**src/design/dcpb_pkg.sv**
```systemverilog
`default_nettype none
// ----------------------------------------------------------------------------
// dcpb_pkg
// Shared types, opcodes and helpers for the DMA copy program builder.
// ----------------------------------------------------------------------------
package dcpb_pkg;

  localparam int ADDR_W = 32;
  localparam int LEN_W  = 22;
  localparam int IDX_W  = 5;
  localparam int PLEN_W = 8;

  localparam logic [7:0] OP_MOV   = 8'hbc;
  localparam logic [7:0] OP_LD    = 8'h04;
  localparam logic [7:0] OP_RMB   = 8'h12;
  localparam logic [7:0] OP_ST    = 8'h08;
  localparam logic [7:0] OP_WMB   = 8'h13;
  localparam logic [7:0] OP_LP    = 8'h20;
  localparam logic [7:0] OP_LPEND = 8'h28;
  localparam logic [7:0] OP_END   = 8'h00;

  localparam logic [7:0] REG_SAR = 8'd0;
  localparam logic [7:0] REG_CCR = 8'd1;
  localparam logic [7:0] REG_DAR = 8'd2;

  localparam logic [31:0] CC_SRC_NS  = 32'h0000_0200;
  localparam logic [31:0] CC_DST_NS  = 32'h0080_0000;
  localparam logic [31:0] CC_DST_INC = 32'h0000_4000;

  localparam logic [7:0] JUMP_INNER = 8'd4;
  localparam logic [7:0] JUMP_OUTER = 8'd8;

  // cfg register indexes
  localparam logic CFG_DEVICE_READY = 1'b0;
  localparam logic CFG_NONSECURE    = 1'b1;

  typedef enum logic [1:0] {
    STAT_OK        = 2'd0,
    STAT_NOT_READY = 2'd1,
    STAT_INVALID   = 2'd2,
    STAT_TOO_BIG   = 2'd3
  } status_e;

  // one instruction, bytes in program order from the lowest byte up
  typedef struct packed {
    logic        valid;
    logic        last;
    logic [2:0]  nbytes;
    logic [47:0] bytes;
  } push_t;

  typedef struct packed {
    logic              err_valid;
    status_e           status;
    logic [PLEN_W-1:0] plen;
  } seq_stat_t;

  function automatic logic [31:0] ctrl_word(input logic [1:0] beats_m1, input logic ns);
    logic [31:0] c;
    c = 32'd1 | CC_DST_INC | (32'd2 << 1) | (32'd2 << 15) |
        (32'(beats_m1) << 4) | (32'(beats_m1) << 18);
    if (ns) begin
      c = c | CC_SRC_NS | CC_DST_NS;
    end
    return c;
  endfunction

endpackage
`default_nettype wire

```
**src/design/dcpb_pack.sv**
```systemverilog
`default_nettype none
// ----------------------------------------------------------------------------
// dcpb_pack
// Byte packer: merges instructions of 1..6 bytes into 32-bit program words.
// ----------------------------------------------------------------------------
module dcpb_pack
  import dcpb_pkg::*;
(
  input  logic        clk_i,
  input  logic        rst_ni,
  input  push_t       push_i,
  output logic        push_ready_o,
  input  logic        pop_i,
  output logic        avail_o,
  output logic [31:0] word_o,
  output logic        last_o
);

  localparam int CAP_BYTES = 12;
  localparam int CNT_W     = 4;

  logic [CAP_BYTES*8-1:0] buf_q, buf_d, buf_mid;
  logic [CNT_W-1:0]       cnt_q, cnt_d, cnt_mid;
  logic                   last_q, last_d;
  logic                   do_pop, do_push;

  assign avail_o      = (cnt_q >= CNT_W'(4)) || (last_q && (cnt_q != '0));
  assign last_o       = last_q && (cnt_q <= CNT_W'(4));
  assign word_o       = buf_q[31:0];
  assign push_ready_o = (cnt_q <= CNT_W'(6)) && !last_q;
  assign do_pop       = pop_i && avail_o;
  assign do_push      = push_i.valid && push_ready_o;

  always_comb begin
    buf_mid = buf_q;
    cnt_mid = cnt_q;
    last_d  = last_q;
    if (do_pop) begin
      buf_mid = buf_q >> 32;
      cnt_mid = last_o ? '0 : cnt_q - CNT_W'(4);
      if (last_o) begin
        last_d = 1'b0;
      end
    end
    buf_d = buf_mid;
    cnt_d = cnt_mid;
    if (do_push) begin
      buf_d = buf_mid | ((CAP_BYTES*8)'(push_i.bytes) << {cnt_mid, 3'b000});
      cnt_d = cnt_mid + CNT_W'(push_i.nbytes);
      last_d = push_i.last;
    end
  end

  always_ff @(posedge clk_i or negedge rst_ni) begin
    if (!rst_ni) begin
      buf_q  <= '0;
      cnt_q  <= '0;
      last_q <= 1'b0;
    end else begin
      buf_q  <= buf_d;
      cnt_q  <= cnt_d;
      last_q <= last_d;
    end
  end

`ifndef NO_ASSERTIONS
  a_cnt_cap: assert property (@(posedge clk_i) disable iff (!rst_ni)
    cnt_q <= CNT_W'(CAP_BYTES))
    else $error("packer overfilled");

  a_last_empties: assert property (@(posedge clk_i) disable iff (!rst_ni)
    (do_pop && last_o) |=> (cnt_q == '0) && !last_q)
    else $error("packer not empty after last word");
`endif

endmodule
`default_nettype wire

```
**src/design/dcpb_seq.sv**
```systemverilog
`default_nettype none
// ----------------------------------------------------------------------------
// dcpb_seq
// Request checker and instruction sequencer: one instruction per step.
// ----------------------------------------------------------------------------
module dcpb_seq
  import dcpb_pkg::*;
#(
  parameter int PROGRAM_BYTES  = 128,
  parameter int MAX_COPY_BYTES = 1048576
) (
  input  logic              clk_i,
  input  logic              rst_ni,
  input  logic              req_valid_i,
  output logic              req_ready_o,
  input  logic [ADDR_W-1:0] dst_i,
  input  logic [ADDR_W-1:0] src_i,
  input  logic [LEN_W-1:0]  len_i,
  input  logic              device_ready_i,
  input  logic              nonsecure_i,
  output push_t             push_o,
  input  logic              push_ready_i,
  output seq_stat_t         stat_o,
  input  logic              err_ack_i,
  input  logic              done_i
);

  localparam int TOT_W = $clog2(PROGRAM_BYTES + 1);
  localparam int BUR_W = LEN_W - 4;

  typedef enum logic [4:0] {
    S_IDLE, S_CALC, S_MOVCCR, S_MOVSAR, S_MOVDAR, S_OLP, S_ILP, S_OBODY, S_ILPE,
    S_OLPE, S_RLP, S_RBODY, S_RLPE, S_TMOV, S_TBODY, S_END, S_ERR, S_DRAIN
  } state_e;

  state_e            state_q;
  logic [ADDR_W-1:0] dst_q, src_q;
  logic [LEN_W-1:0]  len_q;
  status_e           status_q;
  logic [PLEN_W-1:0] plen_q;
  logic [8:0]        rem_q;
  logic [1:0]        rest_q;
  logic [7:0]        outer_m1_q;

  logic [BUR_W-1:0]  bursts;
  logic [BUR_W-9:0]  outer;
  logic              big;
  logic [8:0]        rem;
  logic [1:0]        rest;
  logic [TOT_W-1:0]  total;
  logic              too_big;
  logic              bad_req;
  state_e            tail_next, rem_next;

  assign bursts = len_q[LEN_W-1:4];
  assign rest   = len_q[3:2];
  assign outer  = bursts[BUR_W-1:8];
  assign big    = bursts > BUR_W'(256);
  assign rem    = big ? {1'b0, bursts[7:0]} : bursts[8:0];

  always_comb begin
    total = TOT_W'(18);
    if (big) begin
      total = total + TOT_W'(12);
    end
    if (rem == 9'd1) begin
      total = total + TOT_W'(4);
    end else if (rem > 9'd1) begin
      total = total + TOT_W'(8);
    end
    if (rest != 2'd0) begin
      total = total + TOT_W'(6) + TOT_W'({rest, 2'b00});
    end
  end

  assign too_big = (big && (outer > (BUR_W-8)'(256))) || (total >= TOT_W'(PROGRAM_BYTES));
  assign bad_req = (dst_i == '0) || (src_i == '0) || (len_i == '0) ||
                   ({1'b0, len_i} > (LEN_W+1)'(MAX_COPY_BYTES)) ||
                   (dst_i[1:0] != 2'b00) || (src_i[1:0] != 2'b00) ||
                   (len_i[1:0] != 2'b00);

  assign tail_next = (rest_q != 2'd0) ? S_TMOV : S_END;
  always_comb begin
    if (rem_q == 9'd1) begin
      rem_next = S_RBODY;
    end else if (rem_q > 9'd1) begin
      rem_next = S_RLP;
    end else begin
      rem_next = tail_next;
    end
  end

  assign req_ready_o      = (state_q == S_IDLE);
  assign stat_o.err_valid = (state_q == S_ERR);
  assign stat_o.status    = status_q;
  assign stat_o.plen      = plen_q;

  always_comb begin
    push_o.valid  = 1'b1;
    push_o.last   = 1'b0;
    push_o.nbytes = 3'd2;
    push_o.bytes  = '0;
    unique case (state_q)
      S_MOVCCR: begin
        push_o.nbytes = 3'd6;
        push_o.bytes  = {ctrl_word(2'd3, nonsecure_i), REG_CCR, OP_MOV};
      end
      S_MOVSAR: begin
        push_o.nbytes = 3'd6;
        push_o.bytes  = {src_q, REG_SAR, OP_MOV};
      end
      S_MOVDAR: begin
        push_o.nbytes = 3'd6;
        push_o.bytes  = {dst_q, REG_DAR, OP_MOV};
      end
      S_TMOV: begin
        push_o.nbytes = 3'd6;
        push_o.bytes  = {ctrl_word(2'd0, nonsecure_i), REG_CCR, OP_MOV};
      end
      S_OBODY, S_RBODY, S_TBODY: begin
        push_o.nbytes = 3'd4;
        push_o.bytes  = {16'h0000, OP_WMB, OP_ST, OP_RMB, OP_LD};
      end
      S_OLP:  push_o.bytes = {32'h0, outer_m1_q, OP_LP};
      S_ILP:  push_o.bytes = {32'h0, 8'hff, OP_LP | 8'h02};
      S_RLP:  push_o.bytes = {32'h0, 8'(rem_q - 9'd1), OP_LP};
      S_ILPE: push_o.bytes = {32'h0, JUMP_INNER, OP_LPEND | 8'h10 | 8'h04};
      S_OLPE: push_o.bytes = {32'h0, JUMP_OUTER, OP_LPEND | 8'h10};
      S_RLPE: push_o.bytes = {32'h0, JUMP_INNER, OP_LPEND | 8'h10};
      S_END: begin
        push_o.nbytes = 3'd1;
        push_o.last   = 1'b1;
        push_o.bytes  = {40'h0, OP_END};
      end
      default: begin
        push_o.valid  = 1'b0;
      end
    endcase
  end

  always_ff @(posedge clk_i or negedge rst_ni) begin
    if (!rst_ni) begin
      state_q    <= S_IDLE;
      dst_q      <= '0;
      src_q      <= '0;
      len_q      <= '0;
      status_q   <= STAT_OK;
      plen_q     <= '0;
      rem_q      <= '0;
      rest_q     <= '0;
      outer_m1_q <= '0;
    end else begin
      unique case (state_q)
        S_IDLE: begin
          if (req_valid_i) begin
            dst_q <= dst_i;
            src_q <= src_i;
            len_q <= len_i;
            if (!device_ready_i) begin
              status_q <= STAT_NOT_READY;
            end else if (bad_req) begin
              status_q <= STAT_INVALID;
            end else begin
              status_q <= STAT_OK;
            end
            state_q <= S_CALC;
          end
        end
        S_CALC: begin
          rem_q      <= rem;
          rest_q     <= rest;
          outer_m1_q <= 8'(outer - (BUR_W-8)'(1));
          plen_q     <= PLEN_W'(total + TOT_W'(1));
          if (status_q != STAT_OK) begin
            state_q <= S_ERR;
          end else if (too_big) begin
            status_q <= STAT_TOO_BIG;
            state_q  <= S_ERR;
          end else begin
            state_q <= S_MOVCCR;
          end
        end
        S_ERR: begin
          if (err_ack_i) begin
            state_q <= S_DRAIN;
          end
        end
        S_DRAIN: begin
          if (done_i) begin
            state_q <= S_IDLE;
          end
        end
        default: begin
          if (push_ready_i) begin
            priority case (state_q)
              S_MOVCCR: state_q <= S_MOVSAR;
              S_MOVSAR: state_q <= S_MOVDAR;
              S_MOVDAR: state_q <= big ? S_OLP : rem_next;
              S_OLP:    state_q <= S_ILP;
              S_ILP:    state_q <= S_OBODY;
              S_OBODY:  state_q <= S_ILPE;
              S_ILPE:   state_q <= S_OLPE;
              S_OLPE:   state_q <= rem_next;
              S_RLP:    state_q <= S_RBODY;
              S_RBODY:  state_q <= (rem_q > 9'd1) ? S_RLPE : tail_next;
              S_RLPE:   state_q <= tail_next;
              S_TMOV:   state_q <= S_TBODY;
              S_TBODY: begin
                rest_q <= rest_q - 2'd1;
                if (rest_q == 2'd1) begin
                  state_q <= S_END;
                end
              end
              S_END:    state_q <= S_DRAIN;
              default:  state_q <= S_IDLE;
            endcase
          end
        end
      endcase
    end
  end

endmodule
`default_nettype wire

```
**src/design/dma_copy_program_builder.sv**
```systemverilog
`default_nettype none
// ----------------------------------------------------------------------------
// dma_copy_program_builder
// Turns one copy request into a DMA channel program, one word per result.
// ----------------------------------------------------------------------------
// Usage:
//   Slave stream carries one copy request (destination, source, length).
//   Master stream returns the program as 32-bit little-endian words with
//   their index, the total program length and a status; tlast marks the
//   final word. A rejected request gives a single zero word with its status.
//   cfg_we_i writes device_ready (index 0) or manager_nonsecure (index 1), bit 0 of
//   the data only; the user must write only while no request is in flight (not enforced).
// Timing:
//   One request at a time; s_axis_tready_o is low until the last word has
//   been taken. The sequencer issues one instruction per cycle into a 12-byte
//   packer while it has room; the packer sets the pace. A request is first
//   registered and checked; its words then pass through the packer and the
//   output register, up to one word per cycle while the receiver is ready.
//   A rejected request gives its result from an error state instead.
// Reset clears the control registers and empties the packer and output register.
// A stalled receiver holds the output register and the sequencer waits.
// ----------------------------------------------------------------------------
module dma_copy_program_builder
  import dcpb_pkg::*;
#(
  parameter int PROGRAM_BYTES  = 128,
  parameter int MAX_COPY_BYTES = 1048576
) (
  input  logic        clk_i,
  input  logic        rst_ni,
  input  logic        s_axis_tvalid_i,
  output logic        s_axis_tready_o,
  input  logic [87:0] s_axis_tdata_i,  // dst_addr[31:0], src_addr[63:32], copy_length[85:64]
  output logic        m_axis_tvalid_o,
  input  logic        m_axis_tready_i,
  output logic [47:0] m_axis_tdata_o,  // prog_word[31:0], word_index[36:32],
                                       // program_length[44:37], status[46:45]
  output logic        m_axis_tlast_o,  // last_word
  input  logic        cfg_we_i,
  input  logic        cfg_addr_i,
  input  logic        cfg_wdata_i
);

  logic              dev_ready_q, nonsecure_q;
  push_t             push;
  logic              push_ready;
  seq_stat_t         stat;
  logic              pk_avail, pk_last, pk_pop;
  logic [31:0]       pk_word;
  logic              slot_free, err_ack, done;

  logic              out_valid_q;
  logic [31:0]       out_word_q;
  logic [IDX_W-1:0]  out_idx_q, idx_q;
  logic [PLEN_W-1:0] out_plen_q;
  logic [1:0]        out_stat_q;
  logic              out_last_q;

  always_ff @(posedge clk_i or negedge rst_ni) begin
    if (!rst_ni) begin
      dev_ready_q <= 1'b0;
      nonsecure_q <= 1'b0;
    end else if (cfg_we_i) begin
      unique case (cfg_addr_i)
        CFG_DEVICE_READY: dev_ready_q <= cfg_wdata_i;
        CFG_NONSECURE:    nonsecure_q <= cfg_wdata_i;
        default:          ;
      endcase
    end
  end

  dcpb_seq #(
    .PROGRAM_BYTES (PROGRAM_BYTES),
    .MAX_COPY_BYTES(MAX_COPY_BYTES)
  ) u_seq (
    .clk_i         (clk_i),
    .rst_ni        (rst_ni),
    .req_valid_i   (s_axis_tvalid_i),
    .req_ready_o   (s_axis_tready_o),
    .dst_i         (s_axis_tdata_i[31:0]),
    .src_i         (s_axis_tdata_i[63:32]),
    .len_i         (s_axis_tdata_i[85:64]),
    .device_ready_i(dev_ready_q),
    .nonsecure_i   (nonsecure_q),
    .push_o        (push),
    .push_ready_i  (push_ready),
    .stat_o        (stat),
    .err_ack_i     (err_ack),
    .done_i        (done)
  );

  dcpb_pack u_pack (
    .clk_i       (clk_i),
    .rst_ni      (rst_ni),
    .push_i      (push),
    .push_ready_o(push_ready),
    .pop_i       (slot_free),
    .avail_o     (pk_avail),
    .word_o      (pk_word),
    .last_o      (pk_last)
  );

  assign slot_free = !out_valid_q || m_axis_tready_i;
  assign pk_pop    = pk_avail && slot_free;
  assign err_ack   = stat.err_valid && slot_free;
  assign done      = out_valid_q && m_axis_tready_i && out_last_q;

  always_ff @(posedge clk_i or negedge rst_ni) begin
    if (!rst_ni) begin
      out_valid_q <= 1'b0;
      idx_q       <= '0;
    end else begin
      if (pk_pop) begin
        out_valid_q <= 1'b1;
        idx_q       <= pk_last ? '0 : idx_q + IDX_W'(1);
      end else if (err_ack) begin
        out_valid_q <= 1'b1;
      end else if (m_axis_tready_i) begin
        out_valid_q <= 1'b0;
      end
    end
  end

  always_ff @(posedge clk_i) begin
    if (pk_pop) begin
      out_word_q <= pk_word;
      out_idx_q  <= idx_q;
      out_plen_q <= stat.plen;
      out_stat_q <= 2'(STAT_OK);
      out_last_q <= pk_last;
    end else if (err_ack) begin
      out_word_q <= '0;
      out_idx_q  <= '0;
      out_plen_q <= '0;
      out_stat_q <= 2'(stat.status);
      out_last_q <= 1'b1;
    end
  end

  assign m_axis_tvalid_o = out_valid_q;
  assign m_axis_tdata_o  = {1'b0, out_stat_q, out_plen_q, out_idx_q, out_word_q};
  assign m_axis_tlast_o  = out_last_q;

`ifndef NO_ASSERTIONS
  a_idle_empty: assert property (@(posedge clk_i) disable iff (!rst_ni)
    s_axis_tready_o |-> !out_valid_q)
    else $error("request taken while a result is pending");
`endif

endmodule
`default_nettype wire
```
**config.mk**
```make
export PLATFORM = sky130hd
export DESIGN_NAME = dma_copy_program_builder
export DESIGN_NICKNAME = d
export VERILOG_FILES = /design/src/design/dcpb_pkg.sv /design/src/design/dcpb_pack.sv /design/src/design/dcpb_seq.sv /design/src/design/dma_copy_program_builder.sv
export SDC_FILE = /design/constraint.sdc
export NUM_CORES = 1
export LEC_CHECK = 0
export BUFFER_PORTS_ARGS = -buffer_cell sky130_fd_sc_hd__buf_2
export CORE_MARGIN = 2
export CORE_UTILIZATION = 47
export DETAILED_ROUTE_END_ITERATION = 12
export PLACE_DENSITY = 0.66
export RECOVER_POWER = 25
export SLEW_MARGIN = 20
export SYNTH_ARGS = -nofsm -noshare
export SYNTH_HDL_FRONTEND = slang
export SYNTH_SLANG_ARGS = --single-unit
```
**constraint.sdc**
```tcl
create_clock -name clk_i -period 5.43 [get_ports clk_i]
set_input_delay 0.2715 -clock clk_i [delete_from_list [all_inputs] [get_ports clk_i]]
set_output_delay 0.2715 -clock clk_i [all_outputs]
set_load 0.02 [all_outputs]
```
==> tab_implementation.tex <==
\begin{tabular}{lr}
\hline
Metric & Value \\
\hline
\multicolumn{2}{l}{\textbf{STA}} \\
Maximum clock skew at final layout & 19.7 ps \\
Max Freq & 263 MHz \\
Number of setup violations in the final report & 0 \\
Final Hold Fails & 0 \\
Least-Margin Pin Slew & 1040 ps \\
RSZ-0062 raised after global routing & false \\
Final-layout worst hold slack & 46.2 ps \\
Post-route fraction of the period consumed by the critical path & 70.1\% \\
Minimum setup slack in the final design & 1620 ps \\
Shortest clock period the worst path allows after layout & 3810 ps \\
Aggregate negative setup slack & 0 ps \\
Final max-slew violation count & 0 \\
Tightest slew margin relative to the limit & 30.2\% \\
\multicolumn{2}{l}{\textbf{Power}} \\
Peak supply drop & 294 uV \\
Total Power Consumption & 10.1 mW \\
Leakage power & 7.48 nW \\
Power density normalized to cell area & 590 nW/um\^{}2 \\
\multicolumn{2}{l}{\textbf{Drt}} \\
Total vias in the final route & 12500 \\
WL per Instance & 19.8 um \\
Detail Route Antenna Nets & 0 \\
First DRT Iteration DRCs & 1181 \\
Router iterations before antenna repair & 6 \\
Routed WL & 42000 um \\
Post-detailed-route DRC marker count & 0 \\
Vias per Instance & 5.93 \\
\multicolumn{2}{l}{\textbf{Global route}} \\
GRT Residual Overflow & 0 \\
First-pass GRT wire length & 65600 um \\
Largest net degree at the start of global routing & 143 \\
Vias in the first global route & 11700 \\
Antenna violations before repair & 0 \\
GRT Util Overall & 26.2\% \\
\multicolumn{2}{l}{\textbf{Placement}} \\
Weighted congestion at the end of routability-driven global placement & 0.912 \\
Worst setup slack before clock tree synthesis & 1700 ps \\
Number of buffer cells added on primary ports & 141 \\
HPWL reported at the end of detailed placement & 27500 um \\
\multicolumn{2}{l}{\textbf{Floorplanning}} \\
Width of the chip & 179 um \\
Ports placed on the boundary & 146 \\
Overall die height & 179 um \\
Initial cell density of the core & 48.1\% \\
Core Box Area & 29900 sq um \\
Row cnt & 63 \\
Die ar. & 32000 sq um \\
\multicolumn{2}{l}{\textbf{Clocking}} \\
TritonCTS Buffers & 30 \\
Buffer cell driving the clock tree root & sky130\_fd\_sc\_hd\_\_clkbuf\_16 \\
Count of H-tree levels built during CTS & 1 \\
CTS tree & built \\
Clock slew at reported path FFs & 70 ps \\
Clock sinks & 273 \\
Buffer depth of the longest clock path & 3 \\
Clk\_lat worst skew & 570 ps \\
Total setup buffers inserted after CTS & 0 \\
Count of cells resized by post-cts repair & 0 \\
Number of buffers inserted for hold repair after clock tree synthesis & 86 \\
\multicolumn{2}{l}{\textbf{Synth}} \\
Cell count after synthesis & 1535 \\
Mean Syn Cell Area & 9.35 sq um \\
Fraction of post-synthesis cell area in the top cell type by area & 39.4\% \\
Portion of the post-synthesis area used by sequential elements & 49.1\% \\
Area leader, netlist & sky130\_fd\_sc\_hd\_\_dfrtp\_1 \\
Synth cell count leaders & 368 x sky130\_fd\_sc\_hd\_\_nand2\_1, 226 x sky130\_fd\_sc\_hd\_\_dfrtp\_1, 120 x sky130\_fd\_sc\_hd\_\_nor2\_1, 55 x sky130\_fd\_sc\_hd\_\_clkbuf\_1 \\
Dominant cell by count in the synthesized netlist & sky130\_fd\_sc\_hd\_\_nand2\_1 \\
Most common flop cell mapped by yosys & sky130\_fd\_sc\_hd\_\_dfrtp\_1 \\
Flops \& latches, synth & 273 \\
Number of enable-type register cells in the synthesized netlist & 45 \\
Yosys warns & 0 \\
Synth top area cells & sky130\_fd\_sc\_hd\_\_dfrtp\_1 39\%, sky130\_fd\_sc\_hd\_\_nand2\_1 9.6\%, sky130\_fd\_sc\_hd\_\_edfxtp\_1 9.4\% \\
Fraction of registers with async set or reset after synthesis & 82.8\% \\
Count of cell types in the netlist & 99 \\
Post-synthesis instance area & 14400 sq um \\
\multicolumn{2}{l}{\textbf{Finish}} \\
Layout cell share with drive strength beyond 1 & 12.3\% \\
Number of nets in the layout & 1816 \\
Number of inserted diodes & 0 \\
Area added between synthesis and finish & 18.8\% \\
\multicolumn{2}{l}{\textbf{Worst hold path}} \\
Worst min-delay path class & primary input to register \\
\multicolumn{2}{l}{\textbf{Job}} \\
Maxcap violations & 0 \\
\multicolumn{2}{l}{\textbf{Setup path}} \\
Buf+Inv Stages, Crit Path & 1 \\
Reg-to-reg setup timing slack & 1620 ps \\
Nature of the critical path startpoint & register \\
Endpoint type of the worst setup path & register \\
Critical path cell sequence & inv\_1 -> ha\_1 -> nand4bb\_1 -> nand3\_4 -> a22o\_1 -> nand3\_1 -> o221ai\_1 \\
CP max-delay cell & sky130\_fd\_sc\_hd\_\_nand3\_1 \\
Critical-path maximum fanout & 40 \\
Largest delay contributor family on the critical path & simple AND/OR/NAND/NOR gates \\
Worst path arrival time & 4260 ps \\
Category of the critical setup timing path & register to register \\
Largest stage delay on the critical path & 830 ps \\
Data required, critical path & 5880 ps \\
\multicolumn{2}{l}{\textbf{Outcome}} \\
Result of the run & complete, no violations \\
\hline
\end{tabular}
==> flip-flops by register name, summed over array words and instances (netlist names), 4 cells and up <==
signal,flops
out_idx_q,5
u_seq.state_q,5
out_plen_q,7
u_seq.dst_q,32
u_pack.cnt_q,4
u_seq.rem_q,9
u_pack.buf_q,96
u_seq.src_q,32
u_seq.len_q,20
out_word_q,32
u_seq.plen_q,7
u_seq.outer_m1_q,8
idx_q,5
==> routing by layer <==
metal / track usage (%) / routed length, um
met5: 0 / 0
met4: 7.79 / 1160
met3: 4.54 / 3330
met2: 40.3 / 18900
met1: 37.9 / 18600
==> metrics by stage <==
| step | instance area [sq um] | std cells | util, % |
|---|---|---|---|
| 6_report | 17000 | 2114 | 57.1 |
| 5_1_grt | 17000 | 2114 | 57.1 |
| 4_1_cts | 17100 | 2113 | 57.1 |
| 3_5_place_dp | 15200 | 1971 | 50.8 |
| 3_3_place_gp | 15200 | 1971 | 50.8 |
| 2_1_floorplan | 14400 | 1536 | - |
==> cells in the final DEF, fill, tap and decap left out, types with 45 or more instances in the layout <==
cell type	count
sky130_fd_sc_hd__dfrtp_1	226
sky130_fd_sc_hd__nor2_1	120
sky130_fd_sc_hd__clkbuf_1	52
sky130_fd_sc_hd__edfxtp_1	45
sky130_fd_sc_hd__a21oi_1	47
sky130_fd_sc_hd__nand2_1	365
sky130_fd_sc_hd__and2_1	47
sky130_fd_sc_hd__dlygate4sd3_1	86
sky130_fd_sc_hd__o221ai_1	51
sky130_fd_sc_hd__buf_2	92
sky130_fd_sc_hd__o21ai_0	51
==> logic make-up (layout without fill, tap and decap cells) <==
| group | count (synthesis) | in the layout | synth area share (%) |
|---|---|---|---|
| AOI/OAI and AO/OA | 340 | 340 | 17.2 |
| xor gates and xnor gates | 15 | 15 | 0.915 |
| adders and majority gates | 21 | 21 | 1.94 |
| buffers and inverters | 133 | 321 | 4.34 |
| DFF | 273 | 273 | 49.1 |
| muxes | 50 | 50 | 3.65 |
| other | 1 | 2 | 0.0261 |
| and+or+nand+nor | 702 | 702 | 22.8 |
==> worst min-delay path, delay by kind of cell <==
family                 cells  cell delay, ps
buffers and inverters      1             100
AND/OR/NAND/NOR            1              60
multiplexers               1             150
==> power by group <==
group / internal (mW) / total, mW / switching (mW)
clock network: 1.28 / 2.13 / 0.859
logic: 1.46 / 4.31 / 2.86
registers: 3.03 / 3.60 / 0.574
==> worst paths after layout <==
kind                                  from                to  depth (start not counted)
max                        u_pack.cnt_q[2]  u_pack.buf_q[72]                          7
min                               cfg_we_i       nonsecure_q                          3
max reg2reg                u_pack.cnt_q[2]  u_pack.buf_q[72]                          7
min reg2reg                u_seq.src_q[28]   u_seq.src_q[28]                          2
max in group asynchronous           rst_ni   u_seq.src_q[10]                          3
min in group asynchronous           rst_ni    u_seq.len_q[7]                          2
==> area by class of cell <==
cell class | count | area (sq um)
Clock inverter | 18 | 210
Sequential cell | 273 | 7050
Inverter | 24 | 90.1
Multi-Input combinational cell | 1130 | 6730
Clock buffer | 38 | 832
Fill cell | 2673 | 12800
Timing Repair Buffer | 241 | 1650
Tap cell | 390 | 488
No activity file was read; power rests on OpenSTA's default activity.
